[src/rtl/sfcg_pkg.sv]
// Package for the scaled font character generator.
// Holds the command type passed from front to back, the glyph ROM and the
// pixel stretch function. No dependencies.
package sfcg_pkg;

   localparam int GLYPH_WIDTH = 5;
   localparam int CELL_PITCH  = 6;
   localparam int QDEPTH      = 2;

   // One classified character, ready for column generation
   typedef struct packed {
      logic [39:0] glyph;        // column 0 in bits 39:32
      logic [7:0]  base_column;
      logic [2:0]  page;
      logic [3:0]  span;         // vertical repeat and page count
      logic [3:0]  reps;         // horizontal repeat of each column
      logic        native;       // scale 0: five columns plus blank column
   } sfcg_cmd_type;

   // 128 x 5 glyph ROM, five column bytes per code
   function automatic logic [39:0] font_glyph(input logic [6:0] code);
      logic [39:0] g;
      case (code)
         7'd0:   g = 40'hffffffffff;
         7'd32:  g = 40'h0000000000;
         7'd33:  g = 40'h00005f0000;
         7'd34:  g = 40'h0007000700;
         7'd35:  g = 40'h147f147f14;
         7'd36:  g = 40'h242a7f2a12;
         7'd37:  g = 40'h2313086462;
         7'd38:  g = 40'h3649552250;
         7'd39:  g = 40'h0005030000;
         7'd40:  g = 40'h001c224100;
         7'd41:  g = 40'h0041221c00;
         7'd42:  g = 40'h14083e0814;
         7'd43:  g = 40'h08083e0808;
         7'd44:  g = 40'h0050300000;
         7'd45:  g = 40'h0808080808;
         7'd46:  g = 40'h0060600000;
         7'd47:  g = 40'h2010080402;
         7'd48:  g = 40'h3e5149453e;
         7'd49:  g = 40'h00427f4000;
         7'd50:  g = 40'h4261514946;
         7'd51:  g = 40'h2141454b31;
         7'd52:  g = 40'h1814127f10;
         7'd53:  g = 40'h2745454539;
         7'd54:  g = 40'h3c4a494930;
         7'd55:  g = 40'h0171090503;
         7'd56:  g = 40'h3649494936;
         7'd57:  g = 40'h064949291e;
         7'd58:  g = 40'h0036360000;
         7'd59:  g = 40'h0056360000;
         7'd60:  g = 40'h0814224100;
         7'd61:  g = 40'h1414141414;
         7'd62:  g = 40'h0041221408;
         7'd63:  g = 40'h0201510906;
         7'd64:  g = 40'h324979413e;
         7'd65:  g = 40'h7e1111117e;
         7'd66:  g = 40'h7f49494936;
         7'd67:  g = 40'h3e41414122;
         7'd68:  g = 40'h7f4141221c;
         7'd69:  g = 40'h7f49494941;
         7'd70:  g = 40'h7f09090901;
         7'd71:  g = 40'h3e4149497a;
         7'd72:  g = 40'h7f0808087f;
         7'd73:  g = 40'h00417f4100;
         7'd74:  g = 40'h2040413f01;
         7'd75:  g = 40'h7f08142241;
         7'd76:  g = 40'h7f40404040;
         7'd77:  g = 40'h7f020c027f;
         7'd78:  g = 40'h7f0408107f;
         7'd79:  g = 40'h3e4141413e;
         7'd80:  g = 40'h7f09090906;
         7'd81:  g = 40'h3e4151215e;
         7'd82:  g = 40'h7f09192946;
         7'd83:  g = 40'h4649494931;
         7'd84:  g = 40'h01017f0101;
         7'd85:  g = 40'h3f4040403f;
         7'd86:  g = 40'h1f2040201f;
         7'd87:  g = 40'h3f4038403f;
         7'd88:  g = 40'h6314081463;
         7'd89:  g = 40'h0708700807;
         7'd90:  g = 40'h6151494543;
         7'd91:  g = 40'h007f414100;
         7'd92:  g = 40'h0204081020;
         7'd93:  g = 40'h0041417f00;
         7'd94:  g = 40'h0402010204;
         7'd95:  g = 40'h4040404040;
         7'd96:  g = 40'h0001020400;
         7'd97:  g = 40'h2054545478;
         7'd98:  g = 40'h7f48444438;
         7'd99:  g = 40'h3844444420;
         7'd100: g = 40'h384444487f;
         7'd101: g = 40'h3854545418;
         7'd102: g = 40'h087e090102;
         7'd103: g = 40'h0c5252523e;
         7'd104: g = 40'h7f08040478;
         7'd105: g = 40'h00447d4000;
         7'd106: g = 40'h2040443d00;
         7'd107: g = 40'h7f10284400;
         7'd108: g = 40'h00417f4000;
         7'd109: g = 40'h7c04180478;
         7'd110: g = 40'h7c08040478;
         7'd111: g = 40'h3844444438;
         7'd112: g = 40'h7c14141408;
         7'd113: g = 40'h081414187c;
         7'd114: g = 40'h7c08040408;
         7'd115: g = 40'h4854545420;
         7'd116: g = 40'h043f444020;
         7'd117: g = 40'h3c4040207c;
         7'd118: g = 40'h1c2040201c;
         7'd119: g = 40'h3c4030403c;
         7'd120: g = 40'h4428102844;
         7'd121: g = 40'h0c5050503c;
         7'd122: g = 40'h4464544c44;
         7'd123: g = 40'h0008364100;
         7'd124: g = 40'h00007f0000;
         7'd125: g = 40'h0041360800;
         7'd126: g = 40'h1008081008;
         7'd127: g = 40'h7846414678;
         default: g = 40'h0000000000;   // control codes are blank
      endcase
      return g;
   endfunction

   // Repeat each bit of a glyph byte f times (f in 1..8), bit 0 first
   function automatic logic [63:0] stretch_column(input logic [7:0] g, input logic [3:0] f);
      logic [63:0] acc;
      acc = '0;
      for (int fi = 1; fi <= 8; fi++) begin
         if (f == 4'(fi)) begin
            for (int b = 0; b < 8; b++) begin
               for (int k = 0; k < fi; k++) begin
                  acc[b * fi + k] = g[b];
               end
            end
         end
      end
      return acc;
   endfunction

endpackage

[src/rtl/sfcg_back.sv]
// Back end: walks the glyph columns of the head command, stretching pixels,
// one result column per cycle into the response register unless it stalls.
// Depends on sfcg_pkg.
module sfcg_back #(
   parameter int MAX_SCALE = 8
) (
   input  logic                   clock,
   input  logic                   reset,
   input  logic                   cmd_valid,
   output logic                   cmd_ready,
   input  sfcg_pkg::sfcg_cmd_type cmd_data,
   output logic                   rsp_valid,
   input  logic                   rsp_ready,
   output logic [7:0]             rsp_column_address,
   output logic [2:0]             rsp_first_page,
   output logic [3:0]             rsp_page_count,
   output logic [63:0]            rsp_column_bits,
   output logic                   rsp_last_column
);

   localparam int OFS_W = $clog2(sfcg_pkg::GLYPH_WIDTH * MAX_SCALE + 1);
   localparam int REP_W = $clog2(MAX_SCALE);

   logic [2:0]       col_ff, col_in;
   logic [REP_W-1:0] rep_ff, rep_in;
   logic [OFS_W-1:0] ofs_ff, ofs_in;
   logic             rsp_valid_ff, rsp_valid_in;
   logic [7:0]       column_address_ff;
   logic [2:0]       first_page_ff;
   logic [3:0]       page_count_ff;
   logic [63:0]      column_bits_ff;
   logic             last_column_ff;

   logic             emit;
   logic             rep_done;
   logic             last;
   logic [7:0]       glyph_byte;

   assign emit      = cmd_valid & (~rsp_valid_ff | rsp_ready);
   assign rep_done  = (4'(rep_ff) == cmd_data.reps - 4'd1);
   assign last      = cmd_data.native ? (col_ff == 3'(sfcg_pkg::GLYPH_WIDTH))
                    : ((col_ff == 3'(sfcg_pkg::GLYPH_WIDTH - 1)) & rep_done);
   assign cmd_ready = emit & last;

   // glyph column select, blank past the fifth column
   always_comb begin
      case (col_ff)
         3'd0:    glyph_byte = cmd_data.glyph[39:32];
         3'd1:    glyph_byte = cmd_data.glyph[31:24];
         3'd2:    glyph_byte = cmd_data.glyph[23:16];
         3'd3:    glyph_byte = cmd_data.glyph[15:8];
         3'd4:    glyph_byte = cmd_data.glyph[7:0];
         default: glyph_byte = 8'h00;
      endcase
   end

   // column walk counters
   always_comb begin
      col_in = col_ff;
      rep_in = rep_ff;
      ofs_in = ofs_ff;
      if (emit) begin
         if (last) begin
            col_in = '0;
            rep_in = '0;
            ofs_in = '0;
         end else begin
            ofs_in = ofs_ff + 1'b1;
            if (cmd_data.native | rep_done) begin
               col_in = col_ff + 1'b1;
               rep_in = '0;
            end else begin
               rep_in = rep_ff + 1'b1;
            end
         end
      end
   end

   // output register valid
   always_comb begin
      rsp_valid_in = rsp_valid_ff;
      if (emit) begin
         rsp_valid_in = 1'b1;
      end else if (rsp_ready) begin
         rsp_valid_in = 1'b0;
      end
   end

   always_ff @(posedge clock) begin
      if (reset) begin
         col_ff       <= '0;
         rep_ff       <= '0;
         ofs_ff       <= '0;
         rsp_valid_ff <= 1'b0;
      end else begin
         col_ff       <= col_in;
         rep_ff       <= rep_in;
         ofs_ff       <= ofs_in;
         rsp_valid_ff <= rsp_valid_in;
      end
   end

   // response payload
   always_ff @(posedge clock) begin
      if (emit) begin
         column_address_ff <= cmd_data.base_column + 8'(ofs_ff);
         first_page_ff     <= cmd_data.page;
         page_count_ff     <= cmd_data.span;
         column_bits_ff    <= sfcg_pkg::stretch_column(glyph_byte, cmd_data.span);
         last_column_ff    <= last;
      end
   end

   assign rsp_valid          = rsp_valid_ff;
   assign rsp_column_address = column_address_ff;
   assign rsp_first_page     = first_page_ff;
   assign rsp_page_count     = page_count_ff;
   assign rsp_column_bits    = column_bits_ff;
   assign rsp_last_column    = last_column_ff;

endmodule

[config.mk]
export PLATFORM = sky130hd
export DESIGN_NAME = sfcg_back
export DESIGN_NICKNAME = d
export VERILOG_FILES = /design/src/rtl/sfcg_pkg.sv /design/src/rtl/sfcg_back.sv
export SDC_FILE = /design/constraint.sdc
export NUM_CORES = 1
export LEC_CHECK = 0
export BUFFER_PORTS_ARGS = -buffer_cell sky130_fd_sc_hd__buf_2
export CELL_PAD_IN_SITES_DETAIL_PLACEMENT = 0
export CELL_PAD_IN_SITES_GLOBAL_PLACEMENT = 1
export CORE_ASPECT_RATIO = 1.75
export CORE_MARGIN = 5
export CORE_UTILIZATION = 37
export DETAILED_ROUTE_END_ITERATION = 12
export HOLD_SLACK_MARGIN = 0.08
export PLACE_DENSITY_LB_ADDON = 0.1
export SLEW_MARGIN = 25
export SYNTH_ARGS = -nofsm -noshare
export SYNTH_HDL_FRONTEND = slang
export SYNTH_SLANG_ARGS = --single-unit
[constraint.sdc]
create_clock -name clock -period 3.32 [get_ports clock]
set_input_delay 0.664 -clock clock [delete_from_list [all_inputs] [get_ports clock]]
set_output_delay 0.664 -clock clock [all_outputs]
set_load 0.01 [all_outputs]
==> results.txt <==
- The run finished with clean final reports.
- Setup violations remaining at the end of the flow were counted as 0.
* Clock skew: 11.53 ps
* Unrepaired setup endpoints after global routing: false
- Once the floorplan was initialized, standard cells occupied 37.52% of the core.
- After detailed routing, the number of remaining DRC violations is 0.
- Gates resized during post-CTS repair numbered 0.
- Clock transition at path regs: 50 ps
* Synthesized area per cell: 9.749 um^2
- In the final routed layout, each cell accounts on average for 17.81 um.
- Worst-path maximum fanout: 6
- Synth async-reset ratio: 0%
* Overall routed net length: 11.29 mm
- In the layout the commonest cells are 145 x sky130_fd_sc_hd__buf_2, 46 x sky130_fd_sc_hd__edfxtp_1, 44 x sky130_fd_sc_hd__nand2_1.
* Final #Nets: 582
- Number of synthesis warnings: 0
- Num rows: 49
* Fin crit share: 90.46%
* Fraction of layout instances using a drive strength above 1: 33.53%
- Power spread over the standard cell area amounts to 470.3 nW/um^2.
- Slowest cell on the critical path: sky130_fd_sc_hd__o41ai_4
- Post-DP HPWL: 9.075 mm
* Placed instance count: 619
- Setup TNS after final layout: 0 ps
- Via count of the first global-routing pass: 3404
* H-Tree Depth: 3
* Most common cell after layout, fill and taps aside: sky130_fd_sc_hd__buf_2
- In the global route stage, overall resource usage came out at 18.07%.
- Ant diodes: 0
- For this design, the CTS-stage hold fixing added 0 buffers.
- Yosys mapped the design onto 69 distinct sky130hd cell types.
- The first global-routing pass estimated 17.31 mm of wire.
- In this run the static leakage power is 2.085 nW.
* Total standard cell area after synthesis: 3841 um^2
* Die area: 12600 um^2
- From synthesis to final layout, the design area changed by 21.89%.
- EDFF count, synth: 46
- The worst hold path belongs to the class flop to flop.
* Number of sinks on the clock net: 59
* Number of hold violations in the final report: 0
* Startpoint type of the worst setup path: input port
- Across the run, the number of max-cap violations was 0.
- At the pin with the least slew margin, the transition time is 720.1 ps.
* Post-synthesis sequential area ratio: 42.74%
- Worst slew slack as a fraction of its limit: 52.00%
- Across the VDD grid, the largest voltage drop is 0.2634 mV.
- 146 I/O pins were placed.
- At the later pin of the worst-skew pair, clock insertion delay measures 330 ps.
- Number of buffers inserted by port buffering: 145
- For this run, the top clock speed supported by timing is 333.0 MHz.
- Using the TritonRoute via totals, the vias-per-cell ratio works out to 5.457.
- Synth Register Bits: 59
- Number of buffers on the longest clock path: 2
- Once the clock tree was built, the setup fixing pass inserted 0 buffers.
* Clock tree from TritonCTS: built
* Buffer type at the clock tree root: sky130_fd_sc_hd__clkbuf_16
- The number of nets in the synthesized netlist is 473.
* Core region area: 10240 um^2
- TritonCTS created 9 clock buffers.
- Required time of the worst setup path: 2660 ps
- Routability-driven placement finished with a final weighted congestion of 0.8580.
* Arrival time of data at the critical path endpoint: 2340 ps
- The setup path with the least slack is of type input port to output pin.
- Entering global routing, the biggest net connects 59 pins.
- The clock period could shrink to 3003 ps.
- Traced cell by cell, the critical path runs through buf_2 > inv_1 > ha_1 > xor2_1 > nand2_1 > o41ai_4 > and3_1 > buf_2.
- Synthesis handed over a netlist of 394 instances.
* # fillers: 1045
- Pins Over Slew Limit: 0
- After the first detailed-routing iteration, the DRC count stood at 253.
- The die is 87.02 um wide.
- The die is 144.8 um tall.
* Layout Cells excl Fill: 634
- STA classifies the critical path endpoint as an output pin.
- Top cell by count, worst path: sky130_fd_sc_hd__buf_2
- The first TritonRoute pass finished after 5 iterations.
* CP peak stage delay: 350 ps
- The initial antenna violation count is 0.
- Post-detailed-route count of antenna-violating nets: 0
- Top_reg_cell synth: sky130_fd_sc_hd__edfxtp_1
* Leftover overflow at the end of global routing: 0
* Routed via count: 3460
metal layers:
| metal | GRT usage [%] | vias up | share of wire (%) |
|---|---|---|---|
| met4 | 8.539 | 0 | 3.4 |
| met5 | 0 | - | 0 |
| met3 | 6.006 | 28 | 8.0 |
| met2 | 34.60 | 137 | 56 |
| li1 | - | 1671 | - |
| met1 | 16.63 | 1624 | 33 |
critical path: cells and delay by family:
| family | cells | cell delay, ps |
|---|---|---|
| compound gates | 1 | 350 |
| xor+xnor | 1 | 200 |
| fa+ha+maj | 1 | 300 |
| buf+inv | 3 | 340 |
| simple gates | 2 | 470 |
layout make-up:
cell class	count	area [um^2]	area share (%)
multi-input combinational	263	1758	37.55
inverter	17	63.81	1.363
clock buffer	10	229.0	4.890
timing repair buffer	153	785.8	16.78
clock inverter	5	45.04	0.9621
sequential	59	1642	35.06
tap	127	158.9	3.394
final timing paths:
check | from | endpoint | slack, ps | cells past startpoint
max reg2reg | col_ff[0] | rsp_column_bits[9] | 510 | 7
max | cmd_data[1] | cmd_ready | 320 | 8
min | rsp_valid | rsp_valid | 510 | 2
min reg2reg | rsp_valid | rsp_valid | 510 | 2
sequential cells by signal, summed over array words and instances, names as in the netlist:
name	cells
rsp_page_count	4
rsp_valid	1
rsp_first_page	3
rsp_last_column	1
col_ff	3
rsp_column_bits	30
rsp_column_address	8
rep_ff	3
ofs_ff	6
synthesized netlist by cell type, types with 6 or more instances:
| library cell | count | area share (%) |
|---|---|---|
| sky130_fd_sc_hd__dfxtp_1 | 13 | 6.8 |
| sky130_fd_sc_hd__ha_1 | 14 | 4.6 |
| sky130_fd_sc_hd__edfxtp_1 | 46 | 36 |
| sky130_fd_sc_hd__inv_1 | 14 | 1.4 |
| sky130_fd_sc_hd__a222oi_1 | 8 | 2.1 |
| sky130_fd_sc_hd__a32oi_1 | 6 | 1.4 |
| sky130_fd_sc_hd__xor2_1 | 8 | 1.8 |
| sky130_fd_sc_hd__nor2_1 | 26 | 2.5 |
| sky130_fd_sc_hd__nor3_1 | 12 | 1.6 |
| sky130_fd_sc_hd__buf_4 | 36 | 7.0 |
| sky130_fd_sc_hd__clkbuf_1 | 11 | 1.1 |
| sky130_fd_sc_hd__nand2_1 | 44 | 4.3 |
| sky130_fd_sc_hd__nand3_1 | 14 | 1.8 |
| sky130_fd_sc_hd__a21oi_1 | 19 | 2.5 |
| sky130_fd_sc_hd__o21ai_1 | 8 | 1.0 |
| sky130_fd_sc_hd__o211ai_1 | 6 | 1.2 |
kinds of logic (layout without fill, tap and decap cells):
logic type	count (synthesis)	count (layout)	synth area share (%)
XOR/XNOR	12	12	2.736
AND/OR/NAND/NOR	127	127	15.90
multiplexers	3	3	0.8143
flip-flops	59	59	42.74
buffers and inverters	72	185	11.50
AO/OA/AOI/OAI	106	106	21.24
adder cells (fa/ha/maj)	15	15	5.082
stage by stage:
| step | worst slack (ps) | area (um^2) | power, W | util, % | hold slack (ps) |
|---|---|---|---|---|---|
| final | 316.8 | 4682 | 0.002202 | 45.73 | 509.1 |
| after CTS | 295.9 | 4682 | 0.002233 | 45.73 | 497.1 |
| after detailed placement | 300.3 | 4408 | 0.001357 | 43.05 | 513.9 |
| after global placement | 364.9 | 4408 | 0.001351 | 43.05 | 494.5 |
| after floorplan | 237.9 | 3841 | 0.001206 | - | 468.6 |
| after global routing | 183.0 | 4682 | 0.002306 | 45.73 | 508.0 |
report_power, final:
part / switching [W] / internal [W] / leakage, nW
Combinational: 0.000278 / 0.000175 / 1.39
Sequential: 0.0000215 / 0.000864 / 0.562
Clock: 0.000299 / 0.000564 / 0.132
Note: power is estimated with default switching activity, not from simulation.
