[src/rtl/sfcg_pkg.sv]
// Package for the scaled font character generator.
// Holds the command type passed from front to back, the glyph ROM and the
// pixel stretch function. No dependencies.
package sfcg_pkg;

   localparam int GLYPH_WIDTH = 5;
   localparam int CELL_PITCH  = 6;
   localparam int QDEPTH      = 2;

   // One classified character, ready for column generation
   typedef struct packed {
      logic [39:0] glyph;        // column 0 in bits 39:32
      logic [7:0]  base_column;
      logic [2:0]  page;
      logic [3:0]  span;         // vertical repeat and page count
      logic [3:0]  reps;         // horizontal repeat of each column
      logic        native;       // scale 0: five columns plus blank column
   } sfcg_cmd_type;

   // 128 x 5 glyph ROM, five column bytes per code
   function automatic logic [39:0] font_glyph(input logic [6:0] code);
      logic [39:0] g;
      case (code)
         7'd0:   g = 40'hffffffffff;
         7'd32:  g = 40'h0000000000;
         7'd33:  g = 40'h00005f0000;
         7'd34:  g = 40'h0007000700;
         7'd35:  g = 40'h147f147f14;
         7'd36:  g = 40'h242a7f2a12;
         7'd37:  g = 40'h2313086462;
         7'd38:  g = 40'h3649552250;
         7'd39:  g = 40'h0005030000;
         7'd40:  g = 40'h001c224100;
         7'd41:  g = 40'h0041221c00;
         7'd42:  g = 40'h14083e0814;
         7'd43:  g = 40'h08083e0808;
         7'd44:  g = 40'h0050300000;
         7'd45:  g = 40'h0808080808;
         7'd46:  g = 40'h0060600000;
         7'd47:  g = 40'h2010080402;
         7'd48:  g = 40'h3e5149453e;
         7'd49:  g = 40'h00427f4000;
         7'd50:  g = 40'h4261514946;
         7'd51:  g = 40'h2141454b31;
         7'd52:  g = 40'h1814127f10;
         7'd53:  g = 40'h2745454539;
         7'd54:  g = 40'h3c4a494930;
         7'd55:  g = 40'h0171090503;
         7'd56:  g = 40'h3649494936;
         7'd57:  g = 40'h064949291e;
         7'd58:  g = 40'h0036360000;
         7'd59:  g = 40'h0056360000;
         7'd60:  g = 40'h0814224100;
         7'd61:  g = 40'h1414141414;
         7'd62:  g = 40'h0041221408;
         7'd63:  g = 40'h0201510906;
         7'd64:  g = 40'h324979413e;
         7'd65:  g = 40'h7e1111117e;
         7'd66:  g = 40'h7f49494936;
         7'd67:  g = 40'h3e41414122;
         7'd68:  g = 40'h7f4141221c;
         7'd69:  g = 40'h7f49494941;
         7'd70:  g = 40'h7f09090901;
         7'd71:  g = 40'h3e4149497a;
         7'd72:  g = 40'h7f0808087f;
         7'd73:  g = 40'h00417f4100;
         7'd74:  g = 40'h2040413f01;
         7'd75:  g = 40'h7f08142241;
         7'd76:  g = 40'h7f40404040;
         7'd77:  g = 40'h7f020c027f;
         7'd78:  g = 40'h7f0408107f;
         7'd79:  g = 40'h3e4141413e;
         7'd80:  g = 40'h7f09090906;
         7'd81:  g = 40'h3e4151215e;
         7'd82:  g = 40'h7f09192946;
         7'd83:  g = 40'h4649494931;
         7'd84:  g = 40'h01017f0101;
         7'd85:  g = 40'h3f4040403f;
         7'd86:  g = 40'h1f2040201f;
         7'd87:  g = 40'h3f4038403f;
         7'd88:  g = 40'h6314081463;
         7'd89:  g = 40'h0708700807;
         7'd90:  g = 40'h6151494543;
         7'd91:  g = 40'h007f414100;
         7'd92:  g = 40'h0204081020;
         7'd93:  g = 40'h0041417f00;
         7'd94:  g = 40'h0402010204;
         7'd95:  g = 40'h4040404040;
         7'd96:  g = 40'h0001020400;
         7'd97:  g = 40'h2054545478;
         7'd98:  g = 40'h7f48444438;
         7'd99:  g = 40'h3844444420;
         7'd100: g = 40'h384444487f;
         7'd101: g = 40'h3854545418;
         7'd102: g = 40'h087e090102;
         7'd103: g = 40'h0c5252523e;
         7'd104: g = 40'h7f08040478;
         7'd105: g = 40'h00447d4000;
         7'd106: g = 40'h2040443d00;
         7'd107: g = 40'h7f10284400;
         7'd108: g = 40'h00417f4000;
         7'd109: g = 40'h7c04180478;
         7'd110: g = 40'h7c08040478;
         7'd111: g = 40'h3844444438;
         7'd112: g = 40'h7c14141408;
         7'd113: g = 40'h081414187c;
         7'd114: g = 40'h7c08040408;
         7'd115: g = 40'h4854545420;
         7'd116: g = 40'h043f444020;
         7'd117: g = 40'h3c4040207c;
         7'd118: g = 40'h1c2040201c;
         7'd119: g = 40'h3c4030403c;
         7'd120: g = 40'h4428102844;
         7'd121: g = 40'h0c5050503c;
         7'd122: g = 40'h4464544c44;
         7'd123: g = 40'h0008364100;
         7'd124: g = 40'h00007f0000;
         7'd125: g = 40'h0041360800;
         7'd126: g = 40'h1008081008;
         7'd127: g = 40'h7846414678;
         default: g = 40'h0000000000;   // control codes are blank
      endcase
      return g;
   endfunction

   // Repeat each bit of a glyph byte f times (f in 1..8), bit 0 first
   function automatic logic [63:0] stretch_column(input logic [7:0] g, input logic [3:0] f);
      logic [63:0] acc;
      acc = '0;
      for (int fi = 1; fi <= 8; fi++) begin
         if (f == 4'(fi)) begin
            for (int b = 0; b < 8; b++) begin
               for (int k = 0; k < fi; k++) begin
                  acc[b * fi + k] = g[b];
               end
            end
         end
      end
      return acc;
   endfunction

endpackage

[src/rtl/sfcg_queue.sv]
// Short command queue between front and back ends.
// Depends on sfcg_pkg.
module sfcg_queue (
   input  logic                   clock,
   input  logic                   reset,
   input  logic                   push_valid,
   output logic                   push_ready,
   input  sfcg_pkg::sfcg_cmd_type push_data,
   output logic                   pop_valid,
   input  logic                   pop_ready,
   output sfcg_pkg::sfcg_cmd_type pop_data
);

   localparam int PTR_W = (sfcg_pkg::QDEPTH > 1) ? $clog2(sfcg_pkg::QDEPTH) : 1;
   localparam int CNT_W = $clog2(sfcg_pkg::QDEPTH + 1);

   sfcg_pkg::sfcg_cmd_type entry_ff [sfcg_pkg::QDEPTH];
   logic [PTR_W-1:0] wr_ptr_ff, wr_ptr_in;
   logic [PTR_W-1:0] rd_ptr_ff, rd_ptr_in;
   logic [CNT_W-1:0] count_ff, count_in;
   logic             push, pop;

   assign push_ready = (count_ff != CNT_W'(sfcg_pkg::QDEPTH));
   assign pop_valid  = (count_ff != '0);
   assign pop_data   = entry_ff[rd_ptr_ff];
   assign push       = push_valid & push_ready;
   assign pop        = pop_valid & pop_ready;

   // pointer and fill count update
   always_comb begin
      wr_ptr_in = wr_ptr_ff;
      rd_ptr_in = rd_ptr_ff;
      count_in  = count_ff;
      if (push) begin
         wr_ptr_in = (wr_ptr_ff == PTR_W'(sfcg_pkg::QDEPTH - 1)) ? '0 : wr_ptr_ff + 1'b1;
      end
      if (pop) begin
         rd_ptr_in = (rd_ptr_ff == PTR_W'(sfcg_pkg::QDEPTH - 1)) ? '0 : rd_ptr_ff + 1'b1;
      end
      case ({push, pop})
         2'b10:   count_in = count_ff + 1'b1;
         2'b01:   count_in = count_ff - 1'b1;
         default: count_in = count_ff;
      endcase
   end

   always_ff @(posedge clock) begin
      if (reset) begin
         wr_ptr_ff <= '0;
         rd_ptr_ff <= '0;
         count_ff  <= '0;
      end else begin
         wr_ptr_ff <= wr_ptr_in;
         rd_ptr_ff <= rd_ptr_in;
         count_ff  <= count_in;
      end
   end

   // entry storage
   always_ff @(posedge clock) begin
      if (push) begin
         entry_ff[wr_ptr_ff] <= push_data;
      end
   end

endmodule

[config.mk]
export PLATFORM = sky130hd
export DESIGN_NAME = sfcg_queue
export DESIGN_NICKNAME = d
export VERILOG_FILES = /design/src/rtl/sfcg_pkg.sv /design/src/rtl/sfcg_queue.sv
export SDC_FILE = /design/constraint.sdc
export NUM_CORES = 1
export LEC_CHECK = 0
export ABC_AREA = 0
export BUFFER_PORTS_ARGS = -buffer_cell sky130_fd_sc_hd__buf_2
export CORE_AREA = 2 2 98 100
export CTS_CLUSTER_DIAMETER = 200
export DETAILED_ROUTE_END_ITERATION = 10
export DIE_AREA = 0 0 100 102
export PLACE_DENSITY_LB_ADDON = 0.1
export SLEW_MARGIN = 40
export SYNTH_ARGS = -nofsm -noshare
export SYNTH_HDL_FRONTEND = slang
export SYNTH_SLANG_ARGS = --single-unit
[constraint.sdc]
create_clock -name clock -period 3.2 [get_ports clock]
set_input_delay 0.96 -clock clock [delete_from_list [all_inputs] [get_ports clock]]
set_output_delay 0.96 -clock clock [all_outputs]
set_load 0.01 [all_outputs]
==> results of run 1 <==
-- worst max path at each step --
| stage | startpoint | endpoint | slack (ns) | depth (start not counted) |
|---|---|---|---|---|
| floorplan | push_valid | entry_ff[1][0] | 0.35 | 1 |
| detailed placement | push_valid | entry_ff[0][4] | 0.90 | 4 |
| CTS | register | pop_data[26] | 0.42 | 3 |
| global route | register | pop_data[26] | 0.37 | 3 |
| finish | register | pop_data[19] | 0.46 | 3 |
| global placement | push_valid | entry_ff[0][8] | 0.92 | 4 |
-- sequential cells by signal, summed over array words and instances, names as in the netlist, named ones only --
signal and flops:
count_ff 2, entry_ff 120, rd_ptr_ff 1, wr_ptr_ff 1
-- power groups by stage --
stage / clock, W / combinational (W) / sequential (W)
floorplan: 0 / 0.000754 / 0.00215
global placement: 0 / 0.00120 / 0.00215
detailed placement: 0 / 0.00120 / 0.00216
CTS: 0.00186 / 0.00121 / 0.00213
global route: 0.00192 / 0.00129 / 0.00215
finish: 0.00182 / 0.00119 / 0.00213
-- routing by layer --
metal / vias up / global-route usage
met2: 86 / 0.259
met1: 1185 / 0.203
met5: - / 0
met4: 0 / 0.0632
li1: 1120 / -
met3: 11 / 0.0766
-- placed cells by master (no fill, tap or decap), drive strengths merged, types with 2 or more instances in the layout --
cell,count
clkbuf,19
clkinvlp,2
dfxtp,5
nor2,3
edfxtp,120
bufinv,3
a21oi,2
xnor2,2
mux2,60
clkinv,7
buf,130
-- final cells by class --
| type | count | area [sq um] |
|---|---|---|
| sequential | 125 | 3700 |
| fill | 666 | 3210 |
| multi-input combinational | 78 | 796 |
| timing repair buffer | 130 | 688 |
| clock buffer | 19 | 422 |
| clock inverter | 12 | 148 |
| tap | 111 | 139 |
| inverter | 1 | 3.75 |
-- worst max-delay path: cells and delay by family, from the launching register on --
kind	cells	cell delay, ns
multiplexers	1	0.40
flip-flops	1	0.32
buffers and inverters	2	0.53
-- cell families (layout without fill, tap and decap cells) --
kind of cell | Yosys count | count (layout)
XOR/XNOR | 3 | 3
flip-flops | 125 | 125
adder cells (fa/ha/maj) | 1 | 1
AND/OR/NAND/NOR | 9 | 9
AO/OA/AOI/OAI | 5 | 5
buffers and inverters | 8 | 162
multiplexers | 60 | 60
-- stage by stage --
stage / instances / power, W / cell area (sq um)
finish: 476 / 0.00513 / 5900
global route: 476 / 0.00536 / 5900
detailed placement: 445 / 0.00336 / 5330
floorplan: 211 / 0.00291 / 4540
CTS: 476 / 0.00519 / 5900
global placement: 445 / 0.00334 / 5330
-- Yosys cell counts --
library cell / instances
or3_1: 1
o21a_1: 1
xnor2_1: 2
clkbuf_1: 1
or2_2: 1
nand2_1: 1
a21bo_2: 1
mux2_2: 60
buf_2: 6
edfxtp_1: 120
o21ai_0: 1
nand3b_1: 1
a21oi_1: 2
ha_1: 1
nor2_1: 3
nand2b_1: 1
dfxtp_1: 5
inv_1: 1
xor2_1: 1
and3_1: 1
==> reports/qor.yml, run 1 <==
status: "completed"
max_freq_mhz: 365
grt_pass1_vias: 2474
place_ws_ns: 0.898
ys_seq_area_frac: 0.817
io_pins: 126
worst_setup_path_start_kind: "register"
p_leak_nw: 2.24
cts_max_path_buffers: 2
timing.reg2reg.setup_slack_ns: 1.35
top_layer: "met4"
netlist_instances: 211
relSlewSlack: 0.684
fin_crit_ns: 2.74
synth_top_family_by_area: "multiplexers"
avgSynthCellArea_sq_um: 21.5
holdPathEnd: "count_ff[1]"
clockPowerShare: 0.354
place_hpwl_mm: 5.23
ctsHtreeMaxLevel: 4
drt_iter0_markers: 81
worst-slew-pin-transition_ns: 0.473
timing.rr.start: "count_ff[0]"
period_share: 0.856
die-area_sq_um: 10200
route.met3.wl_microns: 616
grt_pass1_wl_mm: 12.4
clock-root-buffer: "clkbuf_8"
synthXorXnorAreaFrac: 0.00579
worstRegToRegCells: 4
routed_wl_mm: 8.08
hold_viol: 0
synth_area_leaders: "edfxtp_1 (79%), mux2_2 (15%), dfxtp_1 (2.2%)"
gp_congestion: 0.715
critPathMaxStageDelay_ns: 0.40
crit_slowest_cell: "mux2_2"
synth_cell_types: 20
clk_pin_slew_ns: 0.06
crit_type: "reg -> out"
grtUsageTotal: 0.165
diodes: 0
hold_slack_ns: 0.521
required_ns: 2.24
drive_gt1_frac: 0.614
wl_per_cell_microns: 17.0
synth_fp_nets: 276
cts-buffers-inserted: 17
wl_met2_mm: 3.92
holdBufCountCts: 0
powerDensity_nw_per_um2: 869
post-route-util: 0.648
ys_ff_latch: 125
min_path_cells: 2
setup_slack_ns: 0.459
cts_sinks: 125
crit_arrival_ns: 1.78
wl_met1_mm: 3.44
yosys.area_share.simple: 0.0105
seqPwrFrac: 0.415
final_nets: 418
dieHeight_microns: 102
cp_max_fo: 33
cts.repair.resized: 0
viasPerCell: 5.05
yosys_warnings: 0
end_kind: "primary output"
syn_to_final_growth_pct: 30.1
hold_path.class: "reg -> reg"
setup_viol: 0
crit_path_cell_trace: "buf_4, mux2_2, buf_2"
ant_nets: 0
synth_area_leader_cell: "edfxtp_1"
cts_tree: "done"
worst_r2r_endpoint: "entry_ff[0][6]"
ir_drop_mv: 0.627
grt_max_degree: 61
drv_slew: 0
netlist_area_sq_um: 4540
core-area_sq_um: 9110
switching_share: 0.258
num_rows: 35
hp-start: "count_ff[1]"
power_switching_w: 0.00132
synthAdderAreaFrac: 0.00276
synth.area.mux_share: 0.149
internal-power_w: 0.00381
clk_latency_ns: 0.50
antenna_found_initial: 0
overflow: 0
vias: 2402
tns_ns: 0
die_x_microns: 100
route.detailed.drc: 0
postCtsSetupRepairBufs: 0
io_buffers: 125
synth_top_cell_area_share: 0.794
dr.pass1.iters: 4
rsz0062_at_grt: "no"
drv_cap: 0
fin_skew_ns: 0.00926
synth_compound_area_frac: 0.00717
start_util: 0.498
pwr-share-comb: 0.231
Power figures use the tool's default switching activity.
==> inputs of run 2 (changes only) <==
- BUFFER_PORTS_ARGS: -buffer_cell sky130_fd_sc_hd__buf_2 -> default
- CORE_AREA: 2 2 98 100 -> 2 2 94 96
- DIE_AREA: 0 0 100 102 -> 0 0 96 98
- DONT_BUFFER_PORTS: default -> 1
- REMOVE_ABC_BUFFERS: default -> 1
==> reports/qor.yml, run 2 (synthesized netlist as in run 1, its figures left out) <==
diodes: 0
ant_nets: 0
grt_max_degree: 33
overflow: 0
max_freq_mhz: 388
post-route-util: 0.623
drive_gt1_frac: 0.417
gp_congestion: 0.666
io_buffers: 0
largest_register_ffs: 120
dr.pass1.iters: 4
setup_viol: 0
place_hpwl_mm: 4.71
crit_arrival_ns: 1.62
status: "completed"
required_ns: 2.24
vias: 1891
p_leak_nw: 1.75
rsz0062_at_grt: "no"
place_ws_ns: 1.13
critPathMaxStageDelay_ns: 0.43
crit_slowest_cell: "mux2_2"
top_regs: "entry_ff x120, count_ff x2"
grtUsageTotal: 0.157
ctsHtreeMaxLevel: 4
grt_pass1_wl_mm: 10.3
end_kind: "primary output"
worstRegToRegCells: 5
fin_crit_ns: 2.58
wl_per_cell_microns: 20.3
min_path_cells: 1
cts-buffers-inserted: 17
die_x_microns: 96
ir_drop_mv: 0.429
cp_max_fo: 32
dieHeight_microns: 98
viasPerCell: 5.40
clk_latency_ns: 0.50
tns_ns: 0
drv_slew: 0
io_pins: 126
final_nets: 294
num_rows: 34
design_area_sq_um: 5270
routed_wl_mm: 7.11
grt_pass1_vias: 1988
clock-root-buffer: "clkbuf_8"
route.detailed.drc: 0
regMostFlops: "entry_ff"
crit_path_cell_trace: "buf_4, mux2_2"
cts_tree: "done"
start_util: 0.536
drt_iter0_markers: 114
cp_num_cells: 2
worst-slew-pin-transition_ns: 0.414
core-area_sq_um: 8470
cts_sinks: 125
place_area_sq_um: 4680
cpLargestDelayFamily: "multiplexers"
most-common-layout-cells: "edfxtp_1 (120), mux2_2 (60), clkbuf_16 (16), buf_4 (6)"
hold_viol: 0
drv_cap: 0
antenna_found_initial: 0
crit_type: "reg -> out"
worst_setup_path_start_kind: "register"
setup_slack_ns: 0.625
layout_commonest_cell: "edfxtp_1"
period_share: 0.805
hold_path.class: "in -> reg"
cts.repair.resized: 0
fin_skew_ns: 0.00891
powerDensity_nw_per_um2: 920
crit_buf_inv: 1
relSlewSlack: 0.724
syn_to_final_growth_pct: 16.2
holdBufCountCts: 0
hold_slack_ns: 0.522
cts_max_path_buffers: 2
die-area_sq_um: 9410
nFillCells: 590
postCtsSetupRepairBufs: 0
clk_pin_slew_ns: 0.05
## run 2: final cells by class
class | count | area [sq um] | area share
flip-flops and latches | 125 | 3700 | 0.703
clock buffers | 17 | 414 | 0.0786
clock inverters | 15 | 171 | 0.0325
repair buffers | 6 | 45.0 | 0.00855
multi-input cells | 78 | 796 | 0.151
inverters | 1 | 3.75 | 0.000712
well taps | 108 | 135 | 0.0256
## run 2: per-layer routing
metal / routed length, microns / track usage
met3: 925 / 0.0926
met4: 53 / 0.0824
met2: 3650 / 0.248
met1: 2480 / 0.162
met5: 0 / 0
## run 2: final timing paths
path	start	to	slack, ns
worst max-delay path	register	pop_data[35]	0.62
worst min register to register	count_ff[1]	count_ff[1]	0.52
worst max register to register	count_ff[0]	count_ff[1]	1.52
worst min-delay path	reset	register	0.52
## run 2: metrics by stage
stage               power, W  cells
CTS                  0.00492    350
global placement     0.00303    318
finish               0.00485    350
floorplan            0.00289    204
global route         0.00505    350
detailed placement   0.00307    318
## run 2: worst register-to-register path, cell delays in order, from the launching register on
cell and delay, ns:
dfxtp_1 0.41, nand2b_1 0.29, nand2_1 0.10, ha_1 0.33
or3_1 0.35, a21oi_1 0.13
## run 2: power breakdown
part	total, W	switching [W]	internal, W
Sequential	0.00213	0.0000621	0.00207
Combinational	0.000883	0.000523	0.000360
Clock	0.00183	0.000652	0.00118
